**src/hw/rtl/assert_macros.svh**
```systemverilog
// ----------------------------------------------------------------------------
// Assertion macros
// Clocked property checks used by the RTL; empty when synthesizing.
// ----------------------------------------------------------------------------
`ifndef ASSERT_MACROS_SVH
`define ASSERT_MACROS_SVH
`ifndef SYNTHESIS
`define ASSERT_HOLDS(label, clk, rst, prop) \
   label: assert property (@(posedge clk) disable iff (rst) prop) \
      else $error("%m: property failed");
`define ASSERT_NEVER(label, clk, rst, expr) \
   label: assert property (@(posedge clk) disable iff (rst) !(expr)) \
      else $error("%m: forbidden condition seen");
`else
`define ASSERT_HOLDS(label, clk, rst, prop)
`define ASSERT_NEVER(label, clk, rst, expr)
`endif
`endif

```
**src/hw/rtl/tfn_pkg.sv**
```systemverilog
// ----------------------------------------------------------------------------
// tfn_pkg
// Shared constants and types of the TF-IDF document norm accumulator.
// ----------------------------------------------------------------------------
`default_nettype none
package tfn_pkg;

   localparam int MAX_DOCS    = 65536;
   localparam int NUM_INDEXES = 2;
   localparam int FRAC_BITS   = 16;

   localparam int MEM_DEPTH = MAX_DOCS * NUM_INDEXES;
   localparam int ADDR_W    = $clog2(MEM_DEPTH);

   localparam int DOC_W   = 16;
   localparam int TF_W    = 16;
   localparam int DF_W    = 24;
   localparam int TOTAL_W = 24;
   localparam int LEN_W   = 40;
   localparam int CMD_W   = 2;
   localparam int STAT_W  = 2;

   localparam int SUM_W = 32 + FRAC_BITS;
   localparam logic [SUM_W-1:0] SUM_MAX = '1;

   // idf divider and log unit
   localparam int DIV_W     = TOTAL_W + FRAC_BITS;
   localparam int LOG_INT_W = $clog2(DIV_W - FRAC_BITS);
   localparam int LOG_W     = LOG_INT_W + FRAC_BITS;
   localparam int L10_W     = LOG_W - 1;
   localparam int LL_W      = 2 * L10_W;
   localparam int W_W       = LL_W - FRAC_BITS + 1;
   localparam int ADD_W     = 2 * W_W - FRAC_BITS;
   localparam logic [30:0] LOG10_OF_2_Q32 = 31'd1292913987;

   // square root unit
   localparam int SQRT_STEPS = 16 + FRAC_BITS;
   localparam int ROOT_W     = SQRT_STEPS;
   localparam int REM_W      = ROOT_W + 2;
   localparam int RAD_W      = 2 * SQRT_STEPS;

   localparam int CNT_W = 6;

   localparam logic [CMD_W-1:0] CMD_ACC   = 2'd0;
   localparam logic [CMD_W-1:0] CMD_READ  = 2'd1;
   localparam logic [CMD_W-1:0] CMD_CLEAR = 2'd2;
   localparam logic [CMD_W-1:0] CMD_NOP   = 2'd3;

   localparam logic [STAT_W-1:0] STATUS_OK      = 2'd0;
   localparam logic [STAT_W-1:0] STATUS_INVALID = 2'd1;
   localparam logic [STAT_W-1:0] STATUS_SAT     = 2'd2;

   // work classes decided by the front end
   localparam logic [1:0] KIND_DONE  = 2'd0;
   localparam logic [1:0] KIND_ACC   = 2'd1;
   localparam logic [1:0] KIND_READ  = 2'd2;
   localparam logic [1:0] KIND_CLEAR = 2'd3;

   localparam int QUEUE_DEPTH = 2;
   localparam int QPTR_W      = $clog2(QUEUE_DEPTH);

   typedef struct packed {
      logic [1:0]         kind;
      logic [STAT_W-1:0]  status;
      logic [ADDR_W-1:0]  addr;
      logic [DOC_W-1:0]   doc;
      logic [TF_W-1:0]    tf;
      logic [DF_W-1:0]    df;
      logic [TOTAL_W-1:0] total;
   } entry_type;

endpackage
`default_nettype wire

```
**src/hw/rtl/tfn_queue.sv**
```systemverilog
// ----------------------------------------------------------------------------
// tfn_queue
// Short FIFO of classified items between front and back end.
// ----------------------------------------------------------------------------
`default_nettype none
module tfn_queue (
   input  wire logic               clock,
   input  wire logic               reset,
   input  wire logic               push,
   input  tfn_pkg::entry_type      push_entry,
   input  wire logic               pop,
   output logic                    full,
   output logic                    not_empty,
   output tfn_pkg::entry_type      head
);

   tfn_pkg::entry_type slot_ff [tfn_pkg::QUEUE_DEPTH];
   logic [tfn_pkg::QPTR_W-1:0] wr_ptr_ff, wr_ptr_in;
   logic [tfn_pkg::QPTR_W-1:0] rd_ptr_ff, rd_ptr_in;
   logic [tfn_pkg::QPTR_W:0]   count_ff, count_in;

   assign full      = (count_ff == (tfn_pkg::QPTR_W+1)'(tfn_pkg::QUEUE_DEPTH));
   assign not_empty = (count_ff != '0);
   assign head      = slot_ff[rd_ptr_ff];

   always_comb begin
      wr_ptr_in = wr_ptr_ff;
      rd_ptr_in = rd_ptr_ff;
      count_in  = count_ff;
      if (push) begin
         wr_ptr_in = (wr_ptr_ff == tfn_pkg::QPTR_W'(tfn_pkg::QUEUE_DEPTH - 1)) ?
                     '0 : wr_ptr_ff + 1'b1;
      end
      if (pop) begin
         rd_ptr_in = (rd_ptr_ff == tfn_pkg::QPTR_W'(tfn_pkg::QUEUE_DEPTH - 1)) ?
                     '0 : rd_ptr_ff + 1'b1;
      end
      if (push && !pop) begin
         count_in = count_ff + 1'b1;
      end else if (pop && !push) begin
         count_in = count_ff - 1'b1;
      end
   end

   always_ff @(posedge clock) begin
      if (reset) begin
         wr_ptr_ff <= '0;
         rd_ptr_ff <= '0;
         count_ff  <= '0;
      end else begin
         wr_ptr_ff <= wr_ptr_in;
         rd_ptr_ff <= rd_ptr_in;
         count_ff  <= count_in;
      end
   end

   always_ff @(posedge clock) begin
      if (push) begin
         slot_ff[wr_ptr_ff] <= push_entry;
      end
   end

endmodule
`default_nettype wire

```
**config.mk**
```make
export PLATFORM = sky130hd
export DESIGN_NAME = tfn_queue
export DESIGN_NICKNAME = d
export VERILOG_FILES = /design/src/hw/rtl/assert_macros.svh /design/src/hw/rtl/tfn_pkg.sv /design/src/hw/rtl/tfn_queue.sv
export SDC_FILE = /design/constraint.sdc
export NUM_CORES = 1
export LEC_CHECK = 0
export ABC_CLOCK_PERIOD_IN_PS = 12800
export BUFFER_PORTS_ARGS = -buffer_cell sky130_fd_sc_hd__buf_2
export CAP_MARGIN = 25
export CORE_MARGIN = 2
export CORE_UTILIZATION = 35
export DETAILED_ROUTE_END_ITERATION = 16
export PLACE_DENSITY = 0.54
export RECOVER_POWER = 25
export SLEW_MARGIN = 40
export SYNTH_ARGS = -nofsm -noshare
export SYNTH_HDL_FRONTEND = slang
export SYNTH_SLANG_ARGS = --single-unit
```
**constraint.sdc**
```tcl
create_clock -name clock -period 12.8 [get_ports clock]
set_input_delay 1.28 -clock clock [delete_from_list [all_inputs] [get_ports clock]]
set_output_delay 1.28 -clock clock [all_outputs]
set_load 0.05 [all_outputs]
```
==> implementation parameters, run 1 <==
Parameter                              Value

Run status
  Run status ... finished clean

Finish
  Post-layout nets ... 669
  Syn-to-layout area delta ... 28.06%
  Commonest cells after routing, fill and taps aside ... 202 x sky130_fd_sc_hd__edfxtp_1, 185 x sky130_fd_sc_hd__buf_2, 101 x sky130_fd_sc_hd__mux2_2
  Core utilization of the finished layout ... 45.73%
  Layout cell share with drive strength beyond 1 ... 56.65%
  Most common cell after layout, fill and taps aside ... sky130_fd_sc_hd__edfxtp_1
  Number of non-filler instances in the completed layout ... 855
  Finished layout cell area ... 9644 sq um

Synth
  Share of flip-flops with an asynchronous set or reset ... 0%
  Distinct cell type count after synthesis ... 17
  Leading register cell type out of synthesis ... sky130_fd_sc_hd__edfxtp_1
  Cell area after synthesis ... 7531 sq um
  Fraction of synthesized area in multiplexers ... 15.10%
  Largest cells by area after synthesis ... sky130_fd_sc_hd__edfxtp_1 81%, sky130_fd_sc_hd__mux2_2 15%, sky130_fd_sc_hd__buf_6 1.5%
  Synthesis warning total ... 0
  Post-synthesis adder-cell area fraction ... 0.1661%
  Post-synthesis cell count ... 336
  XOR/XNOR Fraction of Synth Area ... 0.4652%
  Synthesized netlist net count ... 442
  Synth Area in Simple Gates ... 0.6479%
  Number of flops mapped to enable cells by yosys ... 202
  Compound-cell area share of the yosys netlist ... 0.1329%
  Dominant combinational cell family by area after synthesis ... multiplexers
  Share of synthesized area occupied by flip-flops and latches ... 81.87%
  Portion of synthesized cell area occupied by the leading cell type ... 80.54%
  Register bit count reported by yosys ... 207
  Largest area contributor in the synthesized netlist ... sky130_fd_sc_hd__edfxtp_1
  Average cell area after synthesis ... 22.41 sq um

GRT
  Wire length of the first global-routing pass ... 21.40 mm
  All-layer global routing usage ... 12.34%
  Via count of the first global-routing pass ... 4030
  Number of antenna violations at the first check in global routing ... 3
  Pin count of the biggest net entering global routing ... 64
  Overflow left after global routing ... 0

STA
  Worst slack on hold paths ... 0.5057 ns
  Period minus WS final ... 3.857 ns
  FMAX ... 259.3 MHz
  Number of endpoints failing setup at the final stage ... 0
  Fraction of the cycle the final worst path needs ... 30.13%
  Max_slew headroom ... 54.92%
  Setup tns final ... 0 ns
  RSZ-0062 raised after global routing ... false
  Worst Skew ... 0.005563 ns
  Count of endpoints failing hold in the final timing report ... 0
  Transition time at the pin with the least slew margin ... 0.6762 ns
  Slew Viols, Final ... 0

Place
  Standard cell area after detailed placement ... 8912 sq um
  Routability congestion estimate ... 0.7248
  Port Buffer Count ... 207
  Dpl cells ... 813
  Sum of net half-perimeters after detailed placement ... 9.438 mm

Worst setup path
  Critical path, cell by cell ... buf_12, buf_4, mux2_2, buf_2
  Critical path class ... reg2out
  Required arrival time at the worst endpoint ... 11.52 ns
  Maximum net fanout on the critical path ... 39
  Crit. End Element ... output port
  Slowest CP cell ... sky130_fd_sc_hd__dfxtp_4
  Slowest stage delay, CP ... 0.59 ns
  Crit start category ... flop
  CP Data Arrival Time ... 2.58 ns

Clock network
  H-Tree Level Count ... 1
  Cell at the root of the clock tree ... sky130_fd_sc_hd__clkbuf_16
  CTS hold repair buffers ... 0
  Number of buffers added by the clock tree synthesis step ... 23
  Post-CTS Setup Repair Bufs ... 0
  Number of buffers on the longest clock path ... 3
  Clock edge transition at the registers on the reported setup and hold paths ... 0.06 ns
  Clock sinks ... 207
  CTS tree ... built
  Clk Latency, worst-skew pair ... 0.48 ns
  Number of gates given a new drive strength after cts ... 0

Job
  Max-Cap Viols ... 0

Floorplanning
  Area of the die ... 22710 sq um
  Count of boundary I/O pins ... 208
  Count of standard-cell rows ... 53
  Height of the chip ... 150.7 um
  Core ar. ... 21090 sq um
  Starting density of the core ... 35.71%
  Width of the chip ... 150.7 um

Drt
  Routed wirelength normalized by instance count ... 16.82 um
  Average via count per standard cell ... 4.465
  Drt drc ... 0
  Via count of the routed design ... 3818
  DRT Pass-1 Iters ... 4
  Wire length reported by the detailed router ... 14.38 mm
  Number of design-rule violations left by the first detailed-router iteration ... 107
  Remaining number of nets flagged by the antenna check after routing ... 0

Pwr
  Worst IR Drop VDD ... 0.1205 mV
  Total power divided by cell area ... 179.3 nW/um^2
  Static leakage ... 3.552 nW

Hold path
  Worst min-delay path class ... reg2reg
-- layout make-up --
class | instances | area, sq um
Tap cell | 275 | 344.1
Clock inverter | 10 | 151.4
Clock buffer | 31 | 605.6
Antenna cell | 1 | 2.502
Inverter | 1 | 3.754
Multi-Input combinational cell | 117 | 1254
Sequential cell | 207 | 6170
Fill cell | 1896 | 11440
Timing Repair Buffer | 213 | 1114
-- cell usage after synthesis (all sizes together), types with 2 or more instances --
| library cell | n |
|---|---|
| xor2 | 2 |
| edfxtp | 202 |
| buf | 11 |
| xnor2 | 2 |
| nor2 | 4 |
| dfxtp | 5 |
| mux2 | 101 |
-- registers in the layout (all words and copies together) (netlist names), named ones only --
register	count
wr_ptr_ff	1
rd_ptr_ff	1
slot_ff	202
count_ff	2
-- where the power goes --
group	switching (W)	internal (W)
registers	0.0000124	0.000791
clock network	0.000241	0.000412
logic	0.000195	0.0000774
total	0.000448	0.00128
-- cell families (layout without fill, tap and decap cells) --
family	count (synthesis)	count (layout)
and+or+nand+nor	9	9
buffers and inverters	12	255
adders and majority gates	1	1
DFF	207	207
xor gates and xnor gates	4	4
other	0	1
AOI/OAI and AO/OA	2	2
muxes	101	101
-- through the flow --
| step | total power, W | worst slack, ns |
|---|---|---|
| 3_5_place_dp | 0.001096 | 9.410 |
| 4_1_cts | 0.001759 | 8.884 |
| 2_1_floorplan | 0.001026 | 6.551 |
| 6_report | 0.001729 | 8.943 |
| 5_1_grt | 0.001797 | 8.787 |
| 3_3_place_gp | 0.001086 | 9.115 |
-- final timing paths --
path / start / endpoint / slack, ns / cells past startpoint
min: count_ff[1] / count_ff[1] / 0.51 / 2
min reg2reg: count_ff[1] / count_ff[1] / 0.51 / 2
max: flop / head[7] / 8.94 / 4
max reg2reg: wr_ptr_ff / slot_ff[1][87] / 10.80 / 2
-- metal layers --
layer  GRT usage (%)  vias to the layer above  part of all wire (%)  routed length [um]
li1                -                     1787                     -                   -
met5               0                        -                  0.17                  24
met4           3.084                        4                   2.0                 291
met1           15.28                     1868                    41                5823
met2           20.86                      132                    49                7056
met3           4.182                       27                   8.2                1181
-- critical path: cells and delay by family, from the launching register on --
family   cells  cell delay [ns]
buf+inv      3             0.99
flops        1             0.59
mux          1             0.43
(Power assumes the default switching activity.)
==> run 2: changes to the inputs <==
--- a/config.mk
+++ b/config.mk
@@ -5,13 +5,13 @@
 export SDC_FILE = /design/constraint.sdc
 export NUM_CORES = 1
 export LEC_CHECK = 0
-export ABC_CLOCK_PERIOD_IN_PS = 12800
+export ABC_CLOCK_PERIOD_IN_PS = 3300
 export BUFFER_PORTS_ARGS = -buffer_cell sky130_fd_sc_hd__buf_2
 export CAP_MARGIN = 25
 export CORE_MARGIN = 2
 export CORE_UTILIZATION = 35
 export DETAILED_ROUTE_END_ITERATION = 16
-export PLACE_DENSITY = 0.54
+export PLACE_DENSITY = 0.56
 export RECOVER_POWER = 25
 export SLEW_MARGIN = 40
 export SYNTH_ARGS = -nofsm -noshare
==> constraint.sdc (replaced) <==
create_clock -name clock -period 3.3 [get_ports clock]
set_input_delay 0.33 -clock clock [delete_from_list [all_inputs] [get_ports clock]]
set_output_delay 0.33 -clock clock [all_outputs]
set_load 0.05 [all_outputs]
==> implementation parameters, run 2 (same netlist as run 1, synthesis figures left out) <==
Parameter                              Value

GRT
  All-layer global routing usage ... 12.62%
  Number of antenna violations at the first check in global routing ... 1
  Wire length of the first global-routing pass ... 22.30 mm
  Overflow left after global routing ... 0
  Via count of the first global-routing pass ... 4424
  Pin count of the biggest net entering global routing ... 51

Job
  Max-Cap Viols ... 0

STA
  Number of endpoints failing setup at the final stage ... 0
  Max_slew headroom ... 52.78%
  Transition time at the pin with the least slew margin ... 0.7083 ns
  Worst Skew ... 0.02211 ns
  Count of endpoints failing hold in the final timing report ... 0
  Slew Viols, Final ... 0
  Setup tns final ... 0 ns
  Fraction of the cycle the final worst path needs ... 74.66%
  RSZ-0062 raised after global routing ... false
  Worst slack on hold paths ... 0.03307 ns
  FMAX ... 405.9 MHz
  Period minus WS final ... 2.464 ns

Clock network
  H-Tree Level Count ... 1
  Clock sinks ... 207
  Number of gates given a new drive strength after cts ... 0
  Number of buffers added by the clock tree synthesis step ... 23
  CTS tree ... built
  Clk Latency, worst-skew pair ... 0.51 ns
  Number of buffers on the longest clock path ... 3
  Clock edge transition at the registers on the reported setup and hold paths ... 0.06 ns
  Cell at the root of the clock tree ... sky130_fd_sc_hd__clkbuf_16

Drt
  Routed wirelength normalized by instance count ... 16.01 um
  Average via count per standard cell ... 4.441
  Wire length reported by the detailed router ... 14.88 mm
  Metal2 WL ... 7.610 mm
  DRT Pass-1 Iters ... 4
  Remaining number of nets flagged by the antenna check after routing ... 0
  Routed wl met3 ... 1.215 mm
  Number of design-rule violations left by the first detailed-router iteration ... 141
  Drt drc ... 0
  Via count of the routed design ... 4126
  Met1 Routed Length ... 5.725 mm
  Top metal layer carrying routed signals ... met4

Floorplanning
  Width of the chip ... 150.7 um
  Starting density of the core ... 35.71%
  Core ar. ... 21090 sq um
  Height of the chip ... 150.7 um
  Area of the die ... 22710 sq um
  Count of standard-cell rows ... 53
  Count of boundary I/O pins ... 208

Worst setup path
  Critical path, cell by cell ... buf_4, mux2_2, buf_2
  Slowest CP cell ... sky130_fd_sc_hd__dfxtp_4
  Crit. End Element ... output port
  Crit start category ... flop
  Depth of the most critical reg-to-reg path ... 2
  Total stage count of the critical path ... 3
  Maximum net fanout on the critical path ... 35
  Critical path class ... reg2out
  Buffers & Inverters on Critical Path ... 2
  Slowest stage delay, CP ... 0.50 ns
  CP Data Arrival Time ... 2.13 ns
  Worst path top cell family by delay ... buffers and inverters
  Required arrival time at the worst endpoint ... 2.97 ns
  Minimum setup slack among reg-to-reg paths ... 1.47 ns

Run status
  Run status ... finished clean

Pwr
  Static leakage ... 3.730 nW
  Worst IR Drop VDD ... 0.4973 mV
  Total power divided by cell area ... 632.5 nW/um^2

Place
  Routability congestion estimate ... 0.7170
  Standard cell area after detailed placement ... 8880 sq um
  Sum of net half-perimeters after detailed placement ... 9.532 mm
  Port Buffer Count ... 207

Finish
  Post-layout nets ... 744
  Commonest cells after routing, fill and taps aside ... 202 x sky130_fd_sc_hd__edfxtp_1, 157 x sky130_fd_sc_hd__buf_2, 101 x sky130_fd_sc_hd__mux2_2
  Most common cell after layout, fill and taps aside ... sky130_fd_sc_hd__edfxtp_1
  Syn-to-layout area delta ... 35.52%
  Layout cell share with drive strength beyond 1 ... 46.25%
  Fill count ... 1851
  Number of flip-flops under the largest register name ... 202
  FF+latch area ... 6170 sq um
  Leading registers by flop count ... slot_ff (202), count_ff (2)
  Most flops, register ... slot_ff
  Combined area of the multi-input logic cells ... 1254 sq um
  Finished layout cell area ... 10210 sq um

Hold path
  Worst hold path depth ... 1
  Worst min-delay path class ... in2reg
-- run 2: changes by cell type in the layout (fill, tap and decap cells not counted), sizes merged --
cell / delta
bufinv: -4
clkbuf: +25
clkinv: +4
clkinvlp: +1
buf: -25
dlygate4sd3: +73
-- run 2: repair_timing --
action,4_1_cts,5_1_grt
hold endpoints to repair,134,4
buffers inserted,0,0
hold buffers,70,3
-- run 2: cell type report --
cell class / count / share of cell area [%]
inverter: 1 / 0.03678
timing repair buffer: 288 / 17.43
clock buffer: 29 / 5.860
sequential: 207 / 60.45
clock inverter: 11 / 0.5394
antenna: 1 / 0.02452
tap: 275 / 3.371
multi-input combinational: 117 / 12.28
-- run 2: metrics by stage --
| step | setup slack [ns] | utilization [%] | total power, W | cells |
|---|---|---|---|---|
| global route | 0.7405 | 48.39 | 0.006706 | 928 |
| finish | 0.8361 | 48.40 | 0.006455 | 929 |
| detailed placement | 1.343 | 42.11 | 0.004233 | 815 |
| CTS | 0.7862 | 48.53 | 0.006563 | 925 |
| global placement | 1.367 | 42.11 | 0.004217 | 815 |
| floorplan | 0.08513 | - | 0.003969 | 336 |
-- run 2: power breakdown --
part           total (W)  internal [W]  leakage, nW  switching, W
clock            0.00223       0.00128        0.319      0.000951
combinational    0.00112      0.000344         1.47      0.000772
sequential       0.00311       0.00307         1.94     0.0000440
-- run 2: metal layers --
metal / up-vias / global-route usage [%]
met2: 147 / 22.73
li1: 1932 / -
met3: 21 / 4.303
met5: - / 0
met4: 0 / 3.925
met1: 2026 / 14.06
-- run 2: final timing paths --
kind / endpoint / from
setup / recovery: head[23] / flop
hold / removal: slot_ff[1][59] / push_entry[59]
setup reg to reg: slot_ff[1][86] / wr_ptr_ff
hold reg to reg: rd_ptr_ff / rd_ptr_ff
