===== src/hw/rtl/assert_macros.svh =====
// ----------------------------------------------------------------------------
// Assertion macros
// Clocked property checks used by the RTL; empty when synthesizing.
// ----------------------------------------------------------------------------
`ifndef ASSERT_MACROS_SVH
`define ASSERT_MACROS_SVH
`ifndef SYNTHESIS
`define ASSERT_HOLDS(label, clk, rst, prop) \
   label: assert property (@(posedge clk) disable iff (rst) prop) \
      else $error("%m: property failed");
`define ASSERT_NEVER(label, clk, rst, expr) \
   label: assert property (@(posedge clk) disable iff (rst) !(expr)) \
      else $error("%m: forbidden condition seen");
`else
`define ASSERT_HOLDS(label, clk, rst, prop)
`define ASSERT_NEVER(label, clk, rst, expr)
`endif
`endif


===== src/hw/rtl/tfn_pkg.sv =====
// ----------------------------------------------------------------------------
// tfn_pkg
// Shared constants and types of the TF-IDF document norm accumulator.
// ----------------------------------------------------------------------------
`default_nettype none
package tfn_pkg;

   localparam int MAX_DOCS    = 65536;
   localparam int NUM_INDEXES = 2;
   localparam int FRAC_BITS   = 16;

   localparam int MEM_DEPTH = MAX_DOCS * NUM_INDEXES;
   localparam int ADDR_W    = $clog2(MEM_DEPTH);

   localparam int DOC_W   = 16;
   localparam int TF_W    = 16;
   localparam int DF_W    = 24;
   localparam int TOTAL_W = 24;
   localparam int LEN_W   = 40;
   localparam int CMD_W   = 2;
   localparam int STAT_W  = 2;

   localparam int SUM_W = 32 + FRAC_BITS;
   localparam logic [SUM_W-1:0] SUM_MAX = '1;

   // idf divider and log unit
   localparam int DIV_W     = TOTAL_W + FRAC_BITS;
   localparam int LOG_INT_W = $clog2(DIV_W - FRAC_BITS);
   localparam int LOG_W     = LOG_INT_W + FRAC_BITS;
   localparam int L10_W     = LOG_W - 1;
   localparam int LL_W      = 2 * L10_W;
   localparam int W_W       = LL_W - FRAC_BITS + 1;
   localparam int ADD_W     = 2 * W_W - FRAC_BITS;
   localparam logic [30:0] LOG10_OF_2_Q32 = 31'd1292913987;

   // square root unit
   localparam int SQRT_STEPS = 16 + FRAC_BITS;
   localparam int ROOT_W     = SQRT_STEPS;
   localparam int REM_W      = ROOT_W + 2;
   localparam int RAD_W      = 2 * SQRT_STEPS;

   localparam int CNT_W = 6;

   localparam logic [CMD_W-1:0] CMD_ACC   = 2'd0;
   localparam logic [CMD_W-1:0] CMD_READ  = 2'd1;
   localparam logic [CMD_W-1:0] CMD_CLEAR = 2'd2;
   localparam logic [CMD_W-1:0] CMD_NOP   = 2'd3;

   localparam logic [STAT_W-1:0] STATUS_OK      = 2'd0;
   localparam logic [STAT_W-1:0] STATUS_INVALID = 2'd1;
   localparam logic [STAT_W-1:0] STATUS_SAT     = 2'd2;

   // work classes decided by the front end
   localparam logic [1:0] KIND_DONE  = 2'd0;
   localparam logic [1:0] KIND_ACC   = 2'd1;
   localparam logic [1:0] KIND_READ  = 2'd2;
   localparam logic [1:0] KIND_CLEAR = 2'd3;

   localparam int QUEUE_DEPTH = 2;
   localparam int QPTR_W      = $clog2(QUEUE_DEPTH);

   typedef struct packed {
      logic [1:0]         kind;
      logic [STAT_W-1:0]  status;
      logic [ADDR_W-1:0]  addr;
      logic [DOC_W-1:0]   doc;
      logic [TF_W-1:0]    tf;
      logic [DF_W-1:0]    df;
      logic [TOTAL_W-1:0] total;
   } entry_type;

endpackage
`default_nettype wire


===== src/hw/rtl/tfn_front.sv =====
// ----------------------------------------------------------------------------
// tfn_front
// Accepts items, holds the document totals and classifies each item.
// ----------------------------------------------------------------------------
`default_nettype none
module tfn_front (
   input  wire logic                        clock,
   input  wire logic                        reset,
   input  wire logic                        req_tvalid,
   output logic                             req_tready,
   input  wire logic [55:0]                 req_tdata,  // doc_id, term_freq, doc_freq
   input  wire logic [2:0]                  req_tuser,  // command, index_select
   input  wire logic                        csr_valid,
   output logic                             csr_ready,
   input  wire logic                        csr_index,
   input  wire logic [tfn_pkg::TOTAL_W-1:0] csr_data,
   input  wire logic                        init_busy,
   input  wire logic                        q_full,
   output logic                             q_push,
   output tfn_pkg::entry_type               q_entry
);

   localparam logic CSR_TOTAL_MAIN   = 1'b0;
   localparam logic CSR_TOTAL_ANCHOR = 1'b1;

   logic [tfn_pkg::TOTAL_W-1:0] total_main_ff, total_anchor_ff;
   logic [tfn_pkg::CMD_W-1:0]   cmd;
   logic                        sel;
   logic                        bad_addr;
   logic [tfn_pkg::TOTAL_W-1:0] total;

   assign csr_ready  = 1'b1;
   assign req_tready = !q_full && !init_busy;
   assign q_push     = req_tvalid && req_tready;

   always_ff @(posedge clock) begin
      if (reset) begin
         total_main_ff   <= tfn_pkg::TOTAL_W'(1);
         total_anchor_ff <= tfn_pkg::TOTAL_W'(1);
      end else if (csr_valid) begin
         if (csr_index == CSR_TOTAL_MAIN) begin
            total_main_ff <= csr_data;
         end
         if (csr_index == CSR_TOTAL_ANCHOR) begin
            total_anchor_ff <= csr_data;
         end
      end
   end

   assign cmd   = req_tuser[1:0];
   assign sel   = req_tuser[2];
   assign total = sel ? total_anchor_ff : total_main_ff;
   assign bad_addr = (32'(req_tdata[15:0]) >= tfn_pkg::MAX_DOCS) ||
                     (32'(sel) >= tfn_pkg::NUM_INDEXES);

   always_comb begin
      q_entry.doc    = req_tdata[15:0];
      q_entry.tf     = req_tdata[31:16];
      q_entry.df     = req_tdata[55:32];
      q_entry.total  = total;
      q_entry.addr   = tfn_pkg::ADDR_W'(32'(sel) * tfn_pkg::MAX_DOCS +
                                        32'(req_tdata[15:0]));
      q_entry.kind   = tfn_pkg::KIND_DONE;
      q_entry.status = tfn_pkg::STATUS_OK;
      if (bad_addr) begin
         q_entry.status = (cmd == tfn_pkg::CMD_NOP) ? tfn_pkg::STATUS_OK
                                                    : tfn_pkg::STATUS_INVALID;
      end else begin
         case (cmd)
            tfn_pkg::CMD_ACC: begin
               if (q_entry.tf == '0 || q_entry.df == '0 || q_entry.df > total) begin
                  q_entry.status = tfn_pkg::STATUS_INVALID;
               end else begin
                  q_entry.kind = tfn_pkg::KIND_ACC;
               end
            end
            tfn_pkg::CMD_READ:  q_entry.kind = tfn_pkg::KIND_READ;
            tfn_pkg::CMD_CLEAR: q_entry.kind = tfn_pkg::KIND_CLEAR;
            default:            q_entry.kind = tfn_pkg::KIND_DONE;
         endcase
      end
   end

endmodule
`default_nettype wire


===== config.mk =====
export PLATFORM = sky130hd
export DESIGN_NAME = tfn_front
export DESIGN_NICKNAME = d
export VERILOG_FILES = /design/src/hw/rtl/assert_macros.svh /design/src/hw/rtl/tfn_pkg.sv /design/src/hw/rtl/tfn_front.sv
export SDC_FILE = /design/constraint.sdc
export NUM_CORES = 1
export LEC_CHECK = 0
export BUFFER_PORTS_ARGS = -buffer_cell sky130_fd_sc_hd__buf_2
export CAP_MARGIN = 15
export CELL_PAD_IN_SITES_DETAIL_PLACEMENT = 0
export CELL_PAD_IN_SITES_GLOBAL_PLACEMENT = 1
export CORE_MARGIN = 1
export CORE_UTILIZATION = 30
export DETAILED_ROUTE_END_ITERATION = 8
export PLACE_DENSITY = 0.86
export SLEW_MARGIN = 30
export SYNTH_ARGS = -nofsm -noshare
export SYNTH_HDL_FRONTEND = slang
export SYNTH_SLANG_ARGS = --single-unit

===== constraint.sdc =====
create_clock -name clock -period 2.8 [get_ports clock]
set_input_delay 0 -clock clock [delete_from_list [all_inputs] [get_ports clock]]
set_output_delay 0 -clock clock [all_outputs]
set_load 0.05 [all_outputs]

==> impl_table.tex, run 1 <==
\begin{tabular}{lr}
\hline
Metric & Value \\
\hline
\multicolumn{2}{l}{\textbf{Die}} \\
\quad Initial Utilization & 0.311 \\
\quad Chip width & 106 microns \\
\quad Core area & 10400 sq um \\
\quad FP Rows & 37 \\
\quad Number of top-level design ports & 194 \\
\quad Die ar. & 11200 sq um \\
\quad Vertical die dimension & 106 microns \\
\multicolumn{2}{l}{\textbf{Min path}} \\
\quad HP Class & in2out \\
\quad Hold Path Depth & 0 \\
\quad Launch point of the worst hold path & req\_tdata[1] \\
\quad Worst-case hold path end point & q\_entry[65] \\
\multicolumn{2}{l}{\textbf{Synth}} \\
\quad Synth top area share & 0.297 \\
\quad Synth cell count leaders & 103 x sky130\_fd\_sc\_hd\_\_nand2\_1, 75 x sky130\_fd\_sc\_hd\_\_buf\_4, 56 x sky130\_fd\_sc\_hd\_\_a21oi\_1 \\
\quad Combined area of all synthesized cells & 3240 sq um \\
\quad Fraction of synthesis flops using an asynchronous set or reset pin & 0 \\
\quad Synthesized area divided by synthesized cell count & 7.62 sq um \\
\quad Net count after synthesis & 540 \\
\quad Cells after Synth & 425 \\
\quad Most repeated cell in the gate-level netlist after synthesis & sky130\_fd\_sc\_hd\_\_nand2\_1 \\
\quad Share of synthesized area occupied by flip-flops and latches & 0.297 \\
\quad Dominant register cell in the synthesized netlist & sky130\_fd\_sc\_hd\_\_dfxtp\_1 \\
\quad Number of flops mapped to enable cells by yosys & 0 \\
\quad Cell type contributing the most total cell area after synthesis & sky130\_fd\_sc\_hd\_\_dfxtp\_1 \\
\quad Count of yosys warnings during synthesis & 0 \\
\quad Leading post-synthesis cells by cell area & sky130\_fd\_sc\_hd\_\_dfxtp\_1 30\%, sky130\_fd\_sc\_hd\_\_buf\_4 17\%, sky130\_fd\_sc\_hd\_\_nand2\_1 12\% \\
\quad Number of register bits inferred by synthesis & 48 \\
\quad Number of distinct library cell variants in the gate-level netlist after synthesis & 33 \\
\multicolumn{2}{l}{\textbf{Critical path}} \\
\quad Worst setup slack for register-to-register paths & 2.15 ns \\
\quad CP peak stage delay & 0.41 ns \\
\quad Type of origin of the critical path & flop \\
\quad Chain of cells forming the critical path & mux2i\_1, ha\_1, nand4\_1, nor4\_2, nor4b\_1, o31a\_1, o41a\_1, buf\_2 \\
\quad Worst-path cell with the longest stage delay & sky130\_fd\_sc\_hd\_\_o41a\_1 \\
\quad Worst reg2reg endpoint & total\_anchor\_ff[6] \\
\quad Cell depth of the worst flop-to-flop path & 2 \\
\quad Critical path arrival & 2.52 ns \\
\quad Critical path type & reg2out \\
\quad Kind of end point of the critical path & output port \\
\quad CP max FO & 4 \\
\quad Source of the worst register-to-register timing path & total\_anchor\_ff[6] \\
\quad Data required time at the worst endpoint & 2.80 ns \\
\multicolumn{2}{l}{\textbf{Routing}} \\
\quad Remaining antenna violation count after routing & 0 \\
\quad Final wirelength & 9430 microns \\
\quad Routed len/inst & 14.6 microns \\
\quad Ratio of routed vias to standard cells & 4.65 \\
\quad Detailed-route DRC error count & 0 \\
\quad Overall via count from detail\_route & 3002 \\
\quad First-pass detailed-route iteration total & 4 \\
\quad Iter 0 DRT Violations & 123 \\
\multicolumn{2}{l}{\textbf{Clock tree}} \\
\quad Cts bufs inserted & 5 \\
\quad Clock tree from TritonCTS & done \\
\quad Number of instances resized during post-cts repair & 0 \\
\quad Number of sinks handled by clock tree synthesis & 48 \\
\quad Clock transition at the registers of the reported paths & 0.08 ns \\
\quad Clock latency on the worst-skew pair & 0.29 ns \\
\quad Clock Tree Buf Depth & 2 \\
\quad Number of H-tree branching levels & 2 \\
\quad Buffer count from post-CTS setup fixing & 0 \\
\quad Clk root buf & sky130\_fd\_sc\_hd\_\_clkbuf\_8 \\
\quad Hold-fix buffer count after cts & 24 \\
\multicolumn{2}{l}{\textbf{STA}} \\
\quad Transition time at the pin with the least slew margin & 0.906 ns \\
\quad Worst setup skew after layout & 0 ns \\
\quad Fin crit period & 2.52 ns \\
\quad RSZ-0062 raised after global routing & no \\
\quad Setup-violating endpoint count in the final report & 0 \\
\quad Fin Setup TNS & 0 ns \\
\quad Maximum operating frequency & 0.397 GHz \\
\quad Fin crit share & 0.900 \\
\quad Hold Violations, Final & 0 \\
\quad Worst slew slack as a fraction of its limit & 0.394 \\
\quad Final slew viol count & 0 \\
\multicolumn{2}{l}{\textbf{Final layout}} \\
\quad Nets@finish & 623 \\
\quad Post-route core utilization & 0.374 \\
\quad Layout area overhead & 20.4\% \\
\quad Antenna diode instance count & 0 \\
\quad Share of cells above drive strength 1 & 0.312 \\
\multicolumn{2}{l}{\textbf{GRT}} \\
\quad Global-route wire length before repair & 14700 microns \\
\quad Pin count of the biggest net entering global routing & 49 \\
\quad Global route overflow & 0 \\
\quad Total track usage & 0.167 \\
\quad Vias in the first global route & 2869 \\
\quad Number of antenna violations at the first check in global routing & 0 \\
\multicolumn{2}{l}{\textbf{Place}} \\
\quad Gp weighted congestion & 0.743 \\
\quad Port Buffers & 143 \\
\quad HPWL reported at the end of detailed placement & 7540 microns \\
\multicolumn{2}{l}{\textbf{Power}} \\
\quad Total power density per cell area & 471 nW/um\^{}2 \\
\quad Static power due to leakage & 1.97 nW \\
\quad Total chip power & 1.84 mW \\
\quad Worst supply voltage drop on vdd & 0.231 mV \\
\multicolumn{2}{l}{\textbf{Status}} \\
\quad Status & finished, final reports clean \\
\multicolumn{2}{l}{\textbf{Job}} \\
\quad Maxcap violations & 0 \\
\hline
\end{tabular}
## worst max-delay path by stage
stage,startpoint,to,cells after the start
global placement,req_tuser[2],q_entry[97],10
detailed placement,req_tuser[2],q_entry[97],10
floorplan,req_tuser[2],q_entry[99],9
global route,total_anchor_ff[9],q_entry[97],8
CTS,total_anchor_ff[21],q_entry[97],8
finish,total_anchor_ff[14],q_entry[97],8
## cell type report
class,instances,area [sq um]
clock buffer,7,96.3
multi-input combinational,257,1550
sequential,48,961
fill,1097,6520
inverter,26,97.6
clock inverter,1,30.0
tap,136,170
timing repair buffer,170,991
## power by group
part           total (mW)  internal [mW]  leakage [nW]  switching [mW]
sequential          0.730          0.714         0.393          0.0155
combinational       0.573          0.178          1.51           0.395
clock               0.534          0.315        0.0645           0.219
## kinds of logic (layout without fill, tap and decap cells)
logic type,count (synthesis),after routing,synth area share
and+or+nand+nor,138,138,0.188
buffers and inverters,120,204,0.227
AOI/OAI and AO/OA,68,68,0.115
DFF,48,48,0.297
adders and majority gates,25,25,0.0966
muxes,24,24,0.0746
other,2,2,0.00232
## worst max-delay path: cells and delay by family (launching register included)
kind / cells / cell delay, ns
AND/OR/NAND/NOR: 3 / 0.63
flip-flops: 1 / 0.34
adder cells (fa/ha/maj): 1 / 0.36
buffers and inverters: 1 / 0.22
multiplexers: 1 / 0.13
AO/OA/AOI/OAI: 2 / 0.55
## layout by cell type, fill, tap and decap left out, drive strengths merged, types with 2 or more instances in the layout
master	instances
and2	2
dlygate4sd3	24
nand2	103
a21oi	56
nand3b	2
dfxtp	48
ha	25
buf	146
nand2b	3
nor2b	2
inv	26
nand4	7
conb	2
clkbuf	7
nand3	3
o21ai	3
nor2	2
mux2i	23
nor4	11
## stage by stage
step | cells | cell area (sq um) | hold WS, ns | setup WS, ns
global placement | 613 | 3530 | 0.000497 | 0.458
CTS | 645 | 3900 | 0.000497 | 0.248
global route | 645 | 3900 | 0.000109 | 0.0409
floorplan | 425 | 3250 | 0.121 | 0.375
finish | 645 | 3900 | 0.0000242 | 0.279
detailed placement | 613 | 3530 | 0.000497 | 0.452
## flip-flops by register name, summed over array words and instances (netlist names)
signal           flops
total_main_ff       24
total_anchor_ff     24
## routing by layer
| layer | wire length [microns] | vias to the layer above | track usage |
|---|---|---|---|
| li1 | - | 1496 | - |
| met2 | 4810 | 127 | 0.312 |
| met5 | 0 | - | 0 |
| met3 | 662 | 7 | 0.0300 |
| met4 | 68 | 0 | 0.0407 |
| met1 | 3880 | 1372 | 0.196 |
Note: power is estimated with default switching activity, not from simulation.
==> inputs of run 2 (changes only) <==
Settings changed: BUFFER_PORTS_ARGS -buffer_cell sky130_fd_sc_hd__buf_2 to -buffer_cell sky130_fd_sc_hd__buf_4.
==> run 2 against run 1 <==
  * Sequential share of layout area fell by 1.9 points
  * First-iteration DRC count increased by 50%
  * Combinational power up 10%
  * Clock skew did not move
  * Utilization increased by 3.2 points
  * Hold slack is essentially flat
  * Via count grew 0.40%
  * Sequential power about the same
  * Cell area is 8.5% higher
  * Largest cell class unchanged
==> impl_table.tex, run 2 (same netlist as run 1, synthesis figures left out) <==
\begin{tabular}{lr}
\hline
Metric & Value \\
\hline
\multicolumn{2}{l}{\textbf{Status}} \\
\quad Status & finished, final reports clean \\
\multicolumn{2}{l}{\textbf{Die}} \\
\quad Core area & 10400 sq um \\
\quad Number of top-level design ports & 194 \\
\quad Initial Utilization & 0.311 \\
\quad FP Rows & 37 \\
\quad Die ar. & 11200 sq um \\
\quad Chip width & 106 microns \\
\quad Vertical die dimension & 106 microns \\
\multicolumn{2}{l}{\textbf{GRT}} \\
\quad Global route overflow & 0 \\
\quad Total track usage & 0.170 \\
\quad Vias in the first global route & 2878 \\
\quad Met2 global-route usage & 0.293 \\
\quad GR peak layer & met2 \\
\quad GR Layer Usage met3 & 0.0325 \\
\quad Pin count of the biggest net entering global routing & 49 \\
\quad Global-route wire length before repair & 14900 microns \\
\quad Met1 routing resource usage after global routing & 0.210 \\
\quad Number of antenna violations at the first check in global routing & 0 \\
\multicolumn{2}{l}{\textbf{Place}} \\
\quad Placement-stage cell area & 3860 sq um \\
\quad Port Buffers & 143 \\
\quad Gp weighted congestion & 0.770 \\
\quad HPWL reported at the end of detailed placement & 7680 microns \\
\multicolumn{2}{l}{\textbf{Routing}} \\
\quad Detailed-route DRC error count & 0 \\
\quad Ratio of routed vias to standard cells & 4.69 \\
\quad Overall via count from detail\_route & 3014 \\
\quad Iter 0 DRT Violations & 185 \\
\quad Remaining antenna violation count after routing & 0 \\
\quad Routed len/inst & 15.0 microns \\
\quad Final wirelength & 9620 microns \\
\quad First-pass detailed-route iteration total & 4 \\
\multicolumn{2}{l}{\textbf{STA}} \\
\quad Hold Violations, Final & 0 \\
\quad Fin crit share & 0.892 \\
\quad Hold slack final & 0.0000242 ns \\
\quad Worst slew slack as a fraction of its limit & 0.391 \\
\quad Setup-violating endpoint count in the final report & 0 \\
\quad Transition time at the pin with the least slew margin & 0.911 ns \\
\quad Fin crit period & 2.50 ns \\
\quad Maximum operating frequency & 0.401 GHz \\
\quad Fin Setup TNS & 0 ns \\
\quad RSZ-0062 raised after global routing & no \\
\quad Final slew viol count & 0 \\
\quad Worst setup skew after layout & 0 ns \\
\multicolumn{2}{l}{\textbf{Clock tree}} \\
\quad Number of sinks handled by clock tree synthesis & 48 \\
\quad Clock latency on the worst-skew pair & 0.30 ns \\
\quad Number of H-tree branching levels & 2 \\
\quad Number of instances resized during post-cts repair & 0 \\
\quad Clock tree from TritonCTS & done \\
\quad Hold-fix buffer count after cts & 24 \\
\quad Clock transition at the registers of the reported paths & 0.09 ns \\
\quad Clk root buf & sky130\_fd\_sc\_hd\_\_clkbuf\_8 \\
\quad Cts bufs inserted & 5 \\
\quad Clock Tree Buf Depth & 2 \\
\quad Buffer count from post-CTS setup fixing & 0 \\
\multicolumn{2}{l}{\textbf{Final layout}} \\
\quad Antenna diode instance count & 0 \\
\quad Nets@finish & 621 \\
\quad Share of cells above drive strength 1 & 0.310 \\
\quad Post-route core utilization & 0.406 \\
\quad Commonest cells after routing, fill and taps aside & 144 x sky130\_fd\_sc\_hd\_\_buf\_4, 103 x sky130\_fd\_sc\_hd\_\_nand2\_1, 56 x sky130\_fd\_sc\_hd\_\_a21oi\_1, 48 x sky130\_fd\_sc\_hd\_\_dfxtp\_1, 26 x sky130\_fd\_sc\_hd\_\_inv\_1 \\
\quad Summed area of non-filler cells in the final layout & 4230 sq um \\
\quad Layout area overhead & 30.6\% \\
\quad Most common library cell in the layout ignoring fill and taps & sky130\_fd\_sc\_hd\_\_buf\_4 \\
\quad Largest registers & total\_anchor\_ff: 24 flops, total\_main\_ff: 24 flops \\
\multicolumn{2}{l}{\textbf{Critical path}} \\
\quad Data required time at the worst endpoint & 2.80 ns \\
\quad Kind of end point of the critical path & output port \\
\quad Worst setup slack for register-to-register paths & 2.12 ns \\
\quad Chain of cells forming the critical path & mux2i\_1, ha\_1, nand4\_1, nor4\_2, nor4b\_1, o31a\_1, o41a\_1, buf\_4 \\
\quad Critical path type & reg2out \\
\quad Critical path arrival & 2.50 ns \\
\quad CP peak stage delay & 0.42 ns \\
\quad Type of origin of the critical path & flop \\
\quad CP max FO & 3 \\
\quad Worst-path cell with the longest stage delay & sky130\_fd\_sc\_hd\_\_o41a\_1 \\
\multicolumn{2}{l}{\textbf{Job}} \\
\quad Maxcap violations & 0 \\
\multicolumn{2}{l}{\textbf{Power}} \\
\quad Worst supply voltage drop on vdd & 0.247 mV \\
\quad Static power due to leakage & 2.06 nW \\
\quad Total power density per cell area & 450 nW/um\^{}2 \\
\quad Total chip power & 1.90 mW \\
\multicolumn{2}{l}{\textbf{Min path}} \\
\quad HP Class & in2out \\
\hline
\end{tabular}
-- run 2: cell types whose count changed in the layout (fill, tap and decap cells not counted), sizes merged --
| cell | previous run | this run |
|---|---|---|
| buf | 146 | 144 |
-- run 2: path summary, 6_finish.rpt --
check	start	cells past startpoint	endpoint
setup / recovery	total_main_ff[13]	8	q_entry[97]
hold / removal	req_tdata[1]	0	q_entry[65]
setup reg to reg	total_main_ff[20]	2	total_main_ff[20]
hold reg to reg	total_main_ff[6]	2	total_main_ff[6]
-- run 2: per-layer routing --
metal	wire [microns]	part of all wire
met5	0	0
met4	165	0.017
met3	734	0.076
met2	4810	0.50
met1	3900	0.41
-- run 2: worst max-delay path, delay by kind of cell (launching register included) --
kind / cells / cell delay, ns
AOI/OAI and AO/OA: 2 / 0.56
and+or+nand+nor: 3 / 0.62
adders and majority gates: 1 / 0.35
muxes: 1 / 0.12
buffers and inverters: 1 / 0.20
DFF: 1 / 0.34
-- run 2: layout make-up --
class / instances / area [sq um]
tap: 136 / 170
inverter: 26 / 97.6
clock inverter: 1 / 30.0
fill: 1049 / 6190
timing repair buffer: 168 / 1320
clock buffer: 7 / 96.3
multi-input combinational: 257 / 1550
sequential: 48 / 961
-- run 2: power by group --
group	internal (mW)	switching [mW]	total, mW	leakage, nW
Combinational	0.235	0.397	0.632	1.60
Clock	0.315	0.225	0.540	0.0645
Sequential	0.714	0.0171	0.731	0.393
-- run 2: metrics by stage --
stage,setup WS (ns),cells
finish,0.304,643
global placement,0.483,611
detailed placement,0.466,611
CTS,0.289,643
global route,0.103,643
floorplan,0.375,425
